`src/human_size_parser_core_defines.svh`:
```
// Assertion macros used by the size parser RTL.
`ifndef HUMAN_SIZE_PARSER_CORE_DEFINES_SVH
`define HUMAN_SIZE_PARSER_CORE_DEFINES_SVH

// Checks a property on every rising edge while reset is released.
`define HSP_ASSERT(lbl, clk, rstn, prop) \
  lbl: assert property (@(posedge clk) disable iff (!rstn) (prop)) \
    else $error("size parser check failed");

// Checks that a condition in one cycle brings another in the next cycle.
`define HSP_ASSERT_NEXT(lbl, clk, rstn, ante, cons) \
  lbl: assert property (@(posedge clk) disable iff (!rstn) (ante) |=> (cons)) \
    else $error("size parser sequence check failed");

`endif

```
`src/hsp_pkg.sv`:
```
`default_nettype none

package hsp_pkg;

  // Number of fraction digits that are kept; later ones are dropped.
  localparam int unsigned FRAC_DIGITS = 9;

  // Power of ten, for elaboration-time constants.
  function automatic longint unsigned pow10(int unsigned n);
    longint unsigned p;
    p = 64'd1;
    for (int unsigned i = 0; i < n; i++) begin
      p = p * 64'd10;
    end
    return p;
  endfunction

  localparam longint unsigned FracMax = pow10(FRAC_DIGITS);
  localparam int unsigned FracW = $clog2(FracMax + 64'd1);
  localparam int unsigned CntW = $clog2(FRAC_DIGITS + 1);
  localparam int unsigned ShiftW = 6;

  // Character codes used by the lexer.
  localparam logic [7:0] ChMinus = 8'h2d;
  localparam logic [7:0] ChPlus = 8'h2b;
  localparam logic [7:0] ChDot = 8'h2e;
  localparam logic [7:0] ChSpace = 8'h20;

  // Signed 64-bit limits for positive and negative magnitudes.
  localparam logic [63:0] LimPos = 64'h7fff_ffff_ffff_ffff;
  localparam logic [63:0] LimNeg = 64'h8000_0000_0000_0000;

  typedef enum logic [2:0] {
    PH_LEAD,
    PH_INT,
    PH_FRAC,
    PH_SPACE,
    PH_DONE
  } phase_e;

  typedef enum logic [2:0] {
    SC_IDLE,
    SC_DIV,
    SC_SCALE,
    SC_SUM,
    SC_FINISH
  } scale_e;

  // Parsed key, handed from the lexer to the scaler.
  typedef struct packed {
    logic              neg;
    logic [63:0]       acc;
    logic [FracW-1:0]  frac;
    logic [CntW-1:0]   cnt;
    logic [ShiftW-1:0] shift;
    logic              ovf;
  } lex_t;

  function automatic logic is_ws(logic [7:0] c);
    return (c inside {[8'h09:8'h0d], ChSpace});
  endfunction

  function automatic logic is_digit(logic [7:0] c);
    return (c inside {[8'h30:8'h39]});
  endfunction

  // Binary suffix to shift amount; unknown bytes give no shift.
  function automatic logic [ShiftW-1:0] suffix_of(logic [7:0] c);
    logic [ShiftW-1:0] s;
    case (c)
      "k", "K": s = ShiftW'(10);
      "m", "M": s = ShiftW'(20);
      "g", "G": s = ShiftW'(30);
      "t", "T": s = ShiftW'(40);
      "P":      s = ShiftW'(50);
      "E":      s = ShiftW'(60);
      default:  s = '0;
    endcase
    return s;
  endfunction

  // Divisor 10^n for a fraction of n digits, as a constant table.
  function automatic logic [FracW-1:0] den_of(logic [CntW-1:0] n);
    logic [FracW-1:0] r;
    r = '0;
    for (int unsigned i = 0; i <= FRAC_DIGITS; i++) begin
      if (n == CntW'(i)) begin
        r = FracW'(pow10(i));
      end
    end
    return r;
  endfunction

endpackage

`default_nettype wire

```
`src/hsp_if.sv`:
```
`default_nettype none

// Byte channel into the parser.
interface hsp_in_if;
  logic       valid;
  logic       ready;
  logic [7:0] char_byte;
  logic       has_char;
  logic       last_char;

  modport source(output valid, char_byte, has_char, last_char, input ready);
  modport sink(input valid, char_byte, has_char, last_char, output ready);
endinterface

// Result channel out of the parser.
interface hsp_out_if;
  logic               valid;
  logic               ready;
  logic signed [63:0] size_value;
  logic               saturated;

  modport source(output valid, size_value, saturated, input ready);
  modport sink(input valid, size_value, saturated, output ready);
endinterface

`default_nettype wire

```
`src/hsp_lex.sv`:
```
`default_nettype none

module hsp_lex import hsp_pkg::*; (
  input  logic       clk_i,
  input  logic       rst_ni,
  input  logic       take_i,
  input  logic [7:0] char_byte_i,
  input  logic       has_char_i,
  input  logic       last_char_i,
  output lex_t       next_o,
  output phase_e     phase_o
);

  phase_e phase_q, phase_d;
  lex_t   lex_q, lex_d;

  phase_e              eph;
  logic [67:0]         acc_wide;
  logic [FracW+3:0]    frac_wide;
  logic [3:0]          digit;

  // Multiply-accumulate of one decimal digit into the integer and fraction.
  always_comb begin
    digit     = char_byte_i[3:0];
    acc_wide  = ({4'b0, lex_q.acc} << 3) + ({4'b0, lex_q.acc} << 1) + 68'(digit);
    frac_wide = ({4'b0, lex_q.frac} << 3) + ({4'b0, lex_q.frac} << 1)
              + (FracW + 4)'(digit);
  end

  // One byte of the key advances the parse phase.
  always_comb begin
    phase_d = phase_q;
    lex_d   = lex_q;
    eph     = phase_q;
    if (has_char_i) begin
      if (eph == PH_LEAD) begin
        if (is_ws(char_byte_i)) begin
          eph = PH_DONE;
        end else begin
          phase_d = PH_INT;
          if (char_byte_i == ChMinus) begin
            lex_d.neg = 1'b1;
            eph       = PH_DONE;
          end else if (char_byte_i == ChPlus) begin
            eph = PH_DONE;
          end else begin
            eph = PH_INT;
          end
        end
      end
      if (eph == PH_INT) begin
        if (is_digit(char_byte_i)) begin
          if (!lex_q.ovf) begin
            if (acc_wide[67:64] != 4'b0) begin
              lex_d.ovf = 1'b1;
            end else begin
              lex_d.acc = acc_wide[63:0];
            end
          end
          eph = PH_DONE;
        end else if (char_byte_i == ChDot) begin
          phase_d = PH_FRAC;
          eph     = PH_DONE;
        end else begin
          eph = PH_SPACE;
        end
      end else if (eph == PH_FRAC) begin
        if (is_digit(char_byte_i)) begin
          if (lex_q.cnt < CntW'(FRAC_DIGITS)) begin
            lex_d.frac = frac_wide[FracW-1:0];
            lex_d.cnt  = lex_q.cnt + CntW'(1);
          end
          eph = PH_DONE;
        end else begin
          eph = PH_SPACE;
        end
      end
      if (eph == PH_SPACE) begin
        if (char_byte_i == ChSpace) begin
          phase_d = PH_SPACE;
        end else begin
          lex_d.shift = suffix_of(char_byte_i);
          phase_d     = PH_DONE;
        end
      end
    end
  end

  // Parse state; the last byte of a key returns it to the start.
  always_ff @(posedge clk_i or negedge rst_ni) begin
    if (!rst_ni) begin
      phase_q <= PH_LEAD;
      lex_q   <= '0;
    end else if (take_i) begin
      if (last_char_i) begin
        phase_q <= PH_LEAD;
        lex_q   <= '0;
      end else begin
        phase_q <= phase_d;
        lex_q   <= lex_d;
      end
    end
  end

  assign next_o  = lex_d;
  assign phase_o = phase_q;

endmodule

`default_nettype wire

```
`src/hsp_scale.sv`:
```
`default_nettype none

module hsp_scale import hsp_pkg::*; (
  input  logic        clk_i,
  input  logic        rst_ni,
  input  logic        start_i,
  input  lex_t        snap_i,
  input  logic        res_ready_i,
  output logic        busy_o,
  output logic        res_valid_o,
  output logic [63:0] res_value_o,
  output logic        res_sat_o
);

  scale_e state_q, state_d;

  lex_t              snap_q, snap_d;
  logic [FracW-1:0]  den_q, den_d;
  logic [FracW-1:0]  rem_q, rem_d;
  logic [63:0]       quo_q, quo_d;
  logic [ShiftW-1:0] step_q, step_d;
  logic              big_q, big_d;
  logic [63:0]       shl_q, shl_d;
  logic [63:0]       mag_q, mag_d;

  logic [FracW:0]    rem2;
  logic              ge;
  logic [63:0]       lim;
  logic              sat;

  // Restoring-division step: one quotient bit per cycle.
  always_comb begin
    rem2 = {rem_q, 1'b0};
    ge   = (rem2 >= {1'b0, den_q});
    lim  = snap_q.neg ? LimNeg : LimPos;
  end

  // Sequencer: divide, scale the integer, add, then hand out the result.
  always_comb begin
    state_d     = state_q;
    snap_d      = snap_q;
    den_d       = den_q;
    rem_d       = rem_q;
    quo_d       = quo_q;
    step_d      = step_q;
    big_d       = big_q;
    shl_d       = shl_q;
    mag_d       = mag_q;
    res_valid_o = 1'b0;
    case (state_q)
      SC_IDLE: begin
        if (start_i) begin
          snap_d  = snap_i;
          den_d   = den_of(snap_i.cnt);
          rem_d   = snap_i.frac;
          quo_d   = '0;
          step_d  = '0;
          state_d = SC_DIV;
        end
      end
      SC_DIV: begin
        if (step_q == snap_q.shift) begin
          state_d = SC_SCALE;
        end else begin
          step_d = step_q + ShiftW'(1);
          quo_d  = {quo_q[62:0], ge};
          rem_d  = ge ? FracW'(rem2 - {1'b0, den_q}) : rem2[FracW-1:0];
        end
      end
      SC_SCALE: begin
        big_d   = snap_q.ovf || (snap_q.acc > (lim >> snap_q.shift));
        shl_d   = snap_q.acc << snap_q.shift;
        state_d = SC_SUM;
      end
      SC_SUM: begin
        mag_d   = shl_q + quo_q;
        state_d = SC_FINISH;
      end
      SC_FINISH: begin
        res_valid_o = 1'b1;
        if (res_ready_i) begin
          state_d = SC_IDLE;
        end
      end
      default: begin
        state_d = SC_IDLE;
      end
    endcase
  end

  // Saturate or apply the sign to the finished magnitude.
  always_comb begin
    sat         = big_q || (mag_q > lim);
    res_sat_o   = sat;
    res_value_o = sat ? lim : (snap_q.neg ? (64'd0 - mag_q) : mag_q);
  end

  always_ff @(posedge clk_i or negedge rst_ni) begin
    if (!rst_ni) begin
      state_q <= SC_IDLE;
    end else begin
      state_q <= state_d;
    end
  end

  // Working registers of the sequencer.
  always_ff @(posedge clk_i) begin
    snap_q <= snap_d;
    den_q  <= den_d;
    rem_q  <= rem_d;
    quo_q  <= quo_d;
    step_q <= step_d;
    big_q  <= big_d;
    shl_q  <= shl_d;
    mag_q  <= mag_d;
  end

  assign busy_o = (state_q != SC_IDLE);

endmodule

`default_nettype wire

```
`src/human_size_parser_core.sv`:
```
`default_nettype none

// Parses one text key such as "1.5K" or " -3 G" into a signed 64-bit value.
// Bytes are taken one per cycle while parsing. After the item that carries
// last_char, the input is not ready while the scaler works: a restoring
// divider over the fraction produces one quotient bit per cycle, one for each
// bit of the suffix shift (0, 10, 20, ... 60), and then finishes; after that
// the integer part is scaled, the fraction is added and the result is handed
// to the output register. The input stays blocked longer while that register
// is full and the sink holds off. A result waiting in the output register
// does not block parsing of the next key.
// Values beyond the signed 64-bit range saturate and set the saturated flag.

`include "human_size_parser_core_defines.svh"

module human_size_parser_core import hsp_pkg::*; (
  input  logic     clk_i,
  input  logic     rst_ni,
  hsp_in_if.sink   in_i,
  hsp_out_if.source out_o
);

  logic        take;
  logic        start;
  logic        busy;
  lex_t        lex_next;
  phase_e      lex_phase;
  logic        res_valid;
  logic        res_ready;
  logic [63:0] res_value;
  logic        res_sat;

  logic        out_valid_q;
  logic [63:0] out_value_q;
  logic        out_sat_q;

  // Input handshake: bytes are taken whenever the scaler is free.
  assign in_i.ready = !busy;
  assign take       = in_i.valid && in_i.ready;
  assign start      = take && in_i.last_char;

  hsp_lex u_lex (
    .clk_i       (clk_i),
    .rst_ni      (rst_ni),
    .take_i      (take),
    .char_byte_i (in_i.char_byte),
    .has_char_i  (in_i.has_char),
    .last_char_i (in_i.last_char),
    .next_o      (lex_next),
    .phase_o     (lex_phase)
  );

  hsp_scale u_scale (
    .clk_i       (clk_i),
    .rst_ni      (rst_ni),
    .start_i     (start),
    .snap_i      (lex_next),
    .res_ready_i (res_ready),
    .busy_o      (busy),
    .res_valid_o (res_valid),
    .res_value_o (res_value),
    .res_sat_o   (res_sat)
  );

  // Output register holds one finished item until the sink takes it.
  assign res_ready = !out_valid_q || out_o.ready;

  always_ff @(posedge clk_i or negedge rst_ni) begin
    if (!rst_ni) begin
      out_valid_q <= 1'b0;
    end else if (res_valid && res_ready) begin
      out_valid_q <= 1'b1;
    end else if (out_o.ready) begin
      out_valid_q <= 1'b0;
    end
  end

  always_ff @(posedge clk_i) begin
    if (res_valid && res_ready) begin
      out_value_q <= res_value;
      out_sat_q   <= res_sat;
    end
  end

  assign out_o.valid      = out_valid_q;
  assign out_o.size_value = out_value_q;
  assign out_o.saturated  = out_sat_q;

  // The end of a key always starts the scaler.
  `HSP_ASSERT_NEXT(a_start_busy, clk_i, rst_ni, start, busy)
  // The lexer is back at its start while the scaler works.
  `HSP_ASSERT(a_lex_clear, clk_i, rst_ni, !busy || (lex_phase == PH_LEAD))
  // A blocked result stays offered until the output register frees up.
  `HSP_ASSERT_NEXT(a_res_hold, clk_i, rst_ni, res_valid && !res_ready, res_valid)
  // A saturated item carries one of the two limits.
  `HSP_ASSERT(a_sat_limit, clk_i, rst_ni,
    !(out_valid_q && out_sat_q) || (out_value_q == LimPos) || (out_value_q == LimNeg))

endmodule

`default_nettype wire
```
`src/flat_wrapper.sv`:
```
// flat-port wrapper written by rule: the top's interface ports become plain ports
module human_size_parser_core_flat import hsp_pkg::*;
  (clk_i, rst_ni, in_i_valid, in_i_char_byte, in_i_has_char, in_i_last_char, in_i_ready, out_o_valid, out_o_size_value, out_o_saturated, out_o_ready);
  hsp_in_if in_i_i ();
  hsp_out_if out_o_i ();
  input  logic clk_i;
  input  logic rst_ni;
  input wire logic [$bits(in_i_i.valid)-1:0] in_i_valid;
  input wire logic [$bits(in_i_i.char_byte)-1:0] in_i_char_byte;
  input wire logic [$bits(in_i_i.has_char)-1:0] in_i_has_char;
  input wire logic [$bits(in_i_i.last_char)-1:0] in_i_last_char;
  output wire logic [$bits(in_i_i.ready)-1:0] in_i_ready;
  output wire logic [$bits(out_o_i.valid)-1:0] out_o_valid;
  output wire logic [$bits(out_o_i.size_value)-1:0] out_o_size_value;
  output wire logic [$bits(out_o_i.saturated)-1:0] out_o_saturated;
  input wire logic [$bits(out_o_i.ready)-1:0] out_o_ready;
  assign in_i_i.valid = in_i_valid;
  assign in_i_i.char_byte = in_i_char_byte;
  assign in_i_i.has_char = in_i_has_char;
  assign in_i_i.last_char = in_i_last_char;
  assign in_i_ready = in_i_i.ready;
  assign out_o_valid = out_o_i.valid;
  assign out_o_size_value = out_o_i.size_value;
  assign out_o_saturated = out_o_i.saturated;
  assign out_o_i.ready = out_o_ready;
  human_size_parser_core u_core (.clk_i(clk_i), .rst_ni(rst_ni), .in_i(in_i_i), .out_o(out_o_i));
endmodule
```
`config.mk`:
```
export PLATFORM = sky130hd
export DESIGN_NAME = human_size_parser_core_flat
export DESIGN_NICKNAME = d
export VERILOG_FILES = /design/src/hsp_pkg.sv /design/src/hsp_if.sv /design/src/hsp_lex.sv /design/src/hsp_scale.sv /design/src/human_size_parser_core.sv /design/src/flat_wrapper.sv
export VERILOG_INCLUDE_DIRS = /design/src /design/src/src
export SDC_FILE = /design/constraint.sdc
export NUM_CORES = 2
export LEC_CHECK = 0
export ABC_AREA = 1
export ABC_CLOCK_PERIOD_IN_PS = 9100
export BUFFER_PORTS_ARGS = -buffer_cell sky130_fd_sc_hd__clkbuf_2
export CELL_PAD_IN_SITES_DETAIL_PLACEMENT = 2
export CELL_PAD_IN_SITES_GLOBAL_PLACEMENT = 2
export CORE_ASPECT_RATIO = 1.25
export CORE_MARGIN = 2
export CORE_UTILIZATION = 38
export DETAILED_ROUTE_END_ITERATION = 10
export HOLD_SLACK_MARGIN = 0.02
export PLACE_DENSITY = 0.86
export SYNTH_ARGS = -nofsm -noshare
export SYNTH_HDL_FRONTEND = slang
export SYNTH_SLANG_ARGS = --single-unit
```
`constraint.sdc`:
```
create_clock -name clk_i -period 9.1 [get_ports clk_i]
set_input_delay 1.365 -clock clk_i [delete_from_list [all_inputs] [get_ports clk_i]]
set_output_delay 1.365 -clock clk_i [all_outputs]
set_load 0.03 [all_outputs]
```
==> flow_metrics.env <==
export IMPL_outcome="finished clean"
export IMPL_ir_drop_mv=0.206
export IMPL_die_h_um=379
export IMPL_routed_wl_um=186000
export IMPL_report_final_hold_viol_count=0
export IMPL_synth_fa_ha_area_share_pct=12.2
export IMPL_synth_seq_area_share_pct=33.9
export IMPL_routedWlPerCell_um=25.3
export IMPL_setup_worst_path_end="u_core.out_o.size_value[49]"
export IMPL_fp_row_count=137
export IMPL_clk_latency_ns=0.69
export IMPL_critPathRequiredTime_ns=9.45
export IMPL_maxCapViolations=0
export IMPL_startpoint="u_core.u_scale.snap_q[105]"
export IMPL_num_vias=42756
export IMPL_grt_overflow_total=0
export IMPL_end_kind="register"
export IMPL_dp_hpwl_um=142000
export IMPL_coreArea_um2=112000
export IMPL_r2r_end="u_core.out_o.size_value[49]"
export IMPL_track_usage_pct=32.0
export IMPL_leakagePower_nw=22.0
export IMPL_dp_slack_ns=3.26
export IMPL_layout_drive_gt1_share_pct=4.93
export IMPL_setup_worst_path_start_class="register"
export IMPL_cts_buffers_inserted=55
export IMPL_drv_slew=0
export IMPL_gp_congestion=0.925
export IMPL_drtPass1Iterations=5
export IMPL_max_freq_mhz=175
export IMPL_reg2regPathDepth=14
export IMPL_ctsHtreeMaxLevel=2
export IMPL_cp_max_fo=60
export IMPL_power_density_nw_per_um2=274
export IMPL_synth_area_per_cell_um2=7.28
export IMPL_io_pins=81
export IMPL_muxShareOfSynthArea_pct=1.22
export IMPL_setup_viol=0
export IMPL_cts_buffer_depth=3
export IMPL_min_period_over_period_pct=62.9
export IMPL_antenna_found_initial=2
export IMPL_first_iter_violations=2261
export IMPL_min_path_type="register to register"
export IMPL_synth_edf_count=389
export IMPL_grt_pass1_wl_um=287000
export IMPL_syn2layout_area_growth_pct=8.43
export IMPL_ant_nets=0
export IMPL_ys_types=66
export IMPL_synth_xor_area_share_pct=4.03
export IMPL_period_minus_slack_ns=5.73
export IMPL_synth_compound_area_share_pct=13.3
export IMPL_slew_headroom_pct=18.6
export IMPL_rrSetupSlack_ns=3.37
export IMPL_tns_ns=0
export IMPL_ys_ff_latch=502
export IMPL_setup_ws_ns=3.37
export IMPL_nets=6302
export IMPL_post_cts_buffers=0
export IMPL_clkTransAtPathRegs_ns=0.07
export IMPL_synth_top_family_by_area="simple AND/OR/NAND/NOR gates"
export IMPL_io_buffers=80
export IMPL_synth_cells=5884
export IMPL_finish_utilization_pct=41.5
export IMPL_r2r_start="u_core.u_scale.snap_q[105]"
export IMPL_cts_tree="yes"
export IMPL_fin_skew_ns=0.0429
export IMPL_synth_simple_gate_area_share_pct=27.2
export IMPL_initial_core_util_pct=38.3
export IMPL_worstSetupPathType="register to register"
export IMPL_grt_pass1_vias=47772
export IMPL_die_w_um=304
export IMPL_syn_area_um2=42800
export IMPL_total_power_mw=12.7
export IMPL_synthArstFlopShare_pct=22.5
export IMPL_cts_resized=0
export IMPL_die_area_um2=115000
export IMPL_synthesis_nets=6311
export IMPL_cts_sinks=502
export IMPL_ys_flop_type="edfxtp_1"
export IMPL_cts_hold_buf=0
export IMPL_worst_pin_slew_ns=1.22
export IMPL_rsz0062_at_grt="no"
export IMPL_viasPerCell=5.79
export IMPL_diodes=0
export IMPL_ys_warn_count=0
export IMPL_cts_root_buffer="clkbuf_16"
export IMPL_grt_start_max_net_pins=90
export IMPL_worst_ep_arrival_time_ns=6.07
export IMPL_drc=0
flip-flops by register name, indices dropped and copies added, names as in the netlist:
name                     count
u_core.out_o.size_value     64
u_core.u_lex.lex_q         106
u_core.u_scale.mag_q        64
u_core.u_scale.den_q        23
u_core.u_scale.step_q        6
u_core.u_lex.phase_o         3
u_core.out_o.saturated       1
u_core.u_scale.state_q       3
u_core.out_o.valid           1
u_core.u_scale.rem_q        30
u_core.u_scale.snap_q       72
u_core.u_scale.big_q         1
u_core.u_scale.quo_q        64
u_core.u_scale.shl_q        64
cell usage after synthesis (24+ instances only):
cell type | number | share of area (%)
o211ai_1 | 50 | 0.88
mux2i_1 | 52 | 1.2
buf_1 | 25 | 0.22
nand4_1 | 123 | 1.8
o21ai_0 | 469 | 5.5
inv_1 | 704 | 6.2
dfrtp_1 | 113 | 6.6
a31oi_1 | 33 | 0.48
nor3_1 | 59 | 0.69
o21bai_1 | 35 | 0.61
clkbuf_1 | 119 | 1.0
xnor2_1 | 69 | 1.4
a21oi_1 | 315 | 3.7
nand3_1 | 309 | 3.6
nor4_1 | 28 | 0.41
nor2_1 | 593 | 5.2
buf_2 | 24 | 0.28
edfxtp_1 | 389 | 27
nand2_1 | 1601 | 14
ha_1 | 407 | 12
xor2_1 | 128 | 2.6
logic make-up after synthesis:
logic type | count (synthesis)
AO/OA/AOI/OAI | 1022
XOR/XNOR | 197
adder cells (fa/ha/maj) | 413
buffers and inverters | 902
flip-flops | 502
multiplexers | 52
AND/OR/NAND/NOR | 2796
power by group:
part | total (mW) | leakage, nW | switching (mW) | internal (mW)
registers | 3.94 | 5.24 | 0.515 | 3.42
logic | 6.39 | 15.8 | 4.60 | 1.79
clock network | 2.42 | 0.897 | 1.12 | 1.30
total | 12.7 | 22.0 | 6.24 | 6.51
cell usage in the layout, fill, tap and decap left out, drive strengths merged, types with 10 or more instances in the layout:
cell type | Yosys | layout
a21oi | 319 | 319
a31oi | 33 | 33
o21a | 16 | 16
edfxtp | 389 | 389
buf | 65 | 39
dfrtp | 113 | 113
o211ai | 50 | 50
o21bai | 35 | 35
o21ai | 473 | 473
mux2i | 52 | 52
clkbuf | 119 | 147
nand3 | 312 | 312
nor2 | 602 | 602
xnor2 | 69 | 69
ha | 407 | 407
inv | 715 | 721
nor4 | 28 | 28
a21o | 19 | 19
a221oi | 10 | 10
nand2 | 1622 | 1622
nand4 | 125 | 125
nand3b | 18 | 18
nor3 | 65 | 65
xor2 | 128 | 128
or2 | 12 | 12
clkinv | 3 | 23
a211oi | 15 | 15
o22ai | 17 | 17
routing by layer:
layer | up-vias | GRT usage, % | share of wire, %
li1 | 19660 | - | -
met1 | 21435 | 33.9 | 38
met2 | 1129 | 61.3 | 52
met3 | 530 | 3.19 | 3.4
met4 | 2 | 18.8 | 6.6
met5 | - | 0 | 0.0070
worst min-delay path by stage:
stage	startpoint	to	slack, ns	cells past startpoint
after floorplan	u_core.u_lex.lex_q[40]	u_core.u_lex.lex_q[40]	0.44	2
after global placement	u_core.u_lex.lex_q[40]	u_core.u_lex.lex_q[40]	0.45	2
after detailed placement	u_core.u_lex.lex_q[6]	u_core.u_lex.lex_q[6]	0.50	2
after CTS	u_core.u_lex.lex_q[6]	u_core.u_lex.lex_q[6]	0.52	2
after global routing	u_core.u_lex.lex_q[6]	u_core.u_lex.lex_q[6]	0.53	2
final	u_core.u_lex.lex_q[6]	u_core.u_lex.lex_q[6]	0.52	2
layout make-up:
cell class                 count  area [um^2]
inverter                     718         2700
tap                         1459         1830
timing repair buffer         118          688
clock buffer                  68         1460
fill                       13224        65300
clock inverter                36          398
sequential                   502        14500
multi-input combinational   4480        24900
critical path: stages (launching register included):
cell	delay [ns]
edfxtp_1	0.33
buf_4	0.49
buf_4	0.66
ha_1	0.25
nand4_1	0.14
nor3_1	0.27
nand2_1	0.17
nor2_1	0.34
nand4_1	0.22
nand2_1	0.12
buf_4	0.32
nand2_1	0.76
nand2_1	0.39
buf_4	0.50
o21ai_0	0.28
through the flow:
| stage | cells | area (um^2) | hold slack [ns] |
|---|---|---|---|
| CTS | 7381 | 46400 | 0.521 |
| floorplan | 5884 | 42800 | 0.442 |
| finish | 7381 | 46400 | 0.516 |
| detailed placement | 7277 | 44600 | 0.500 |
| global placement | 7277 | 44600 | 0.455 |
| global route | 7381 | 46400 | 0.528 |
No activity file was read; power rests on OpenSTA's default activity.
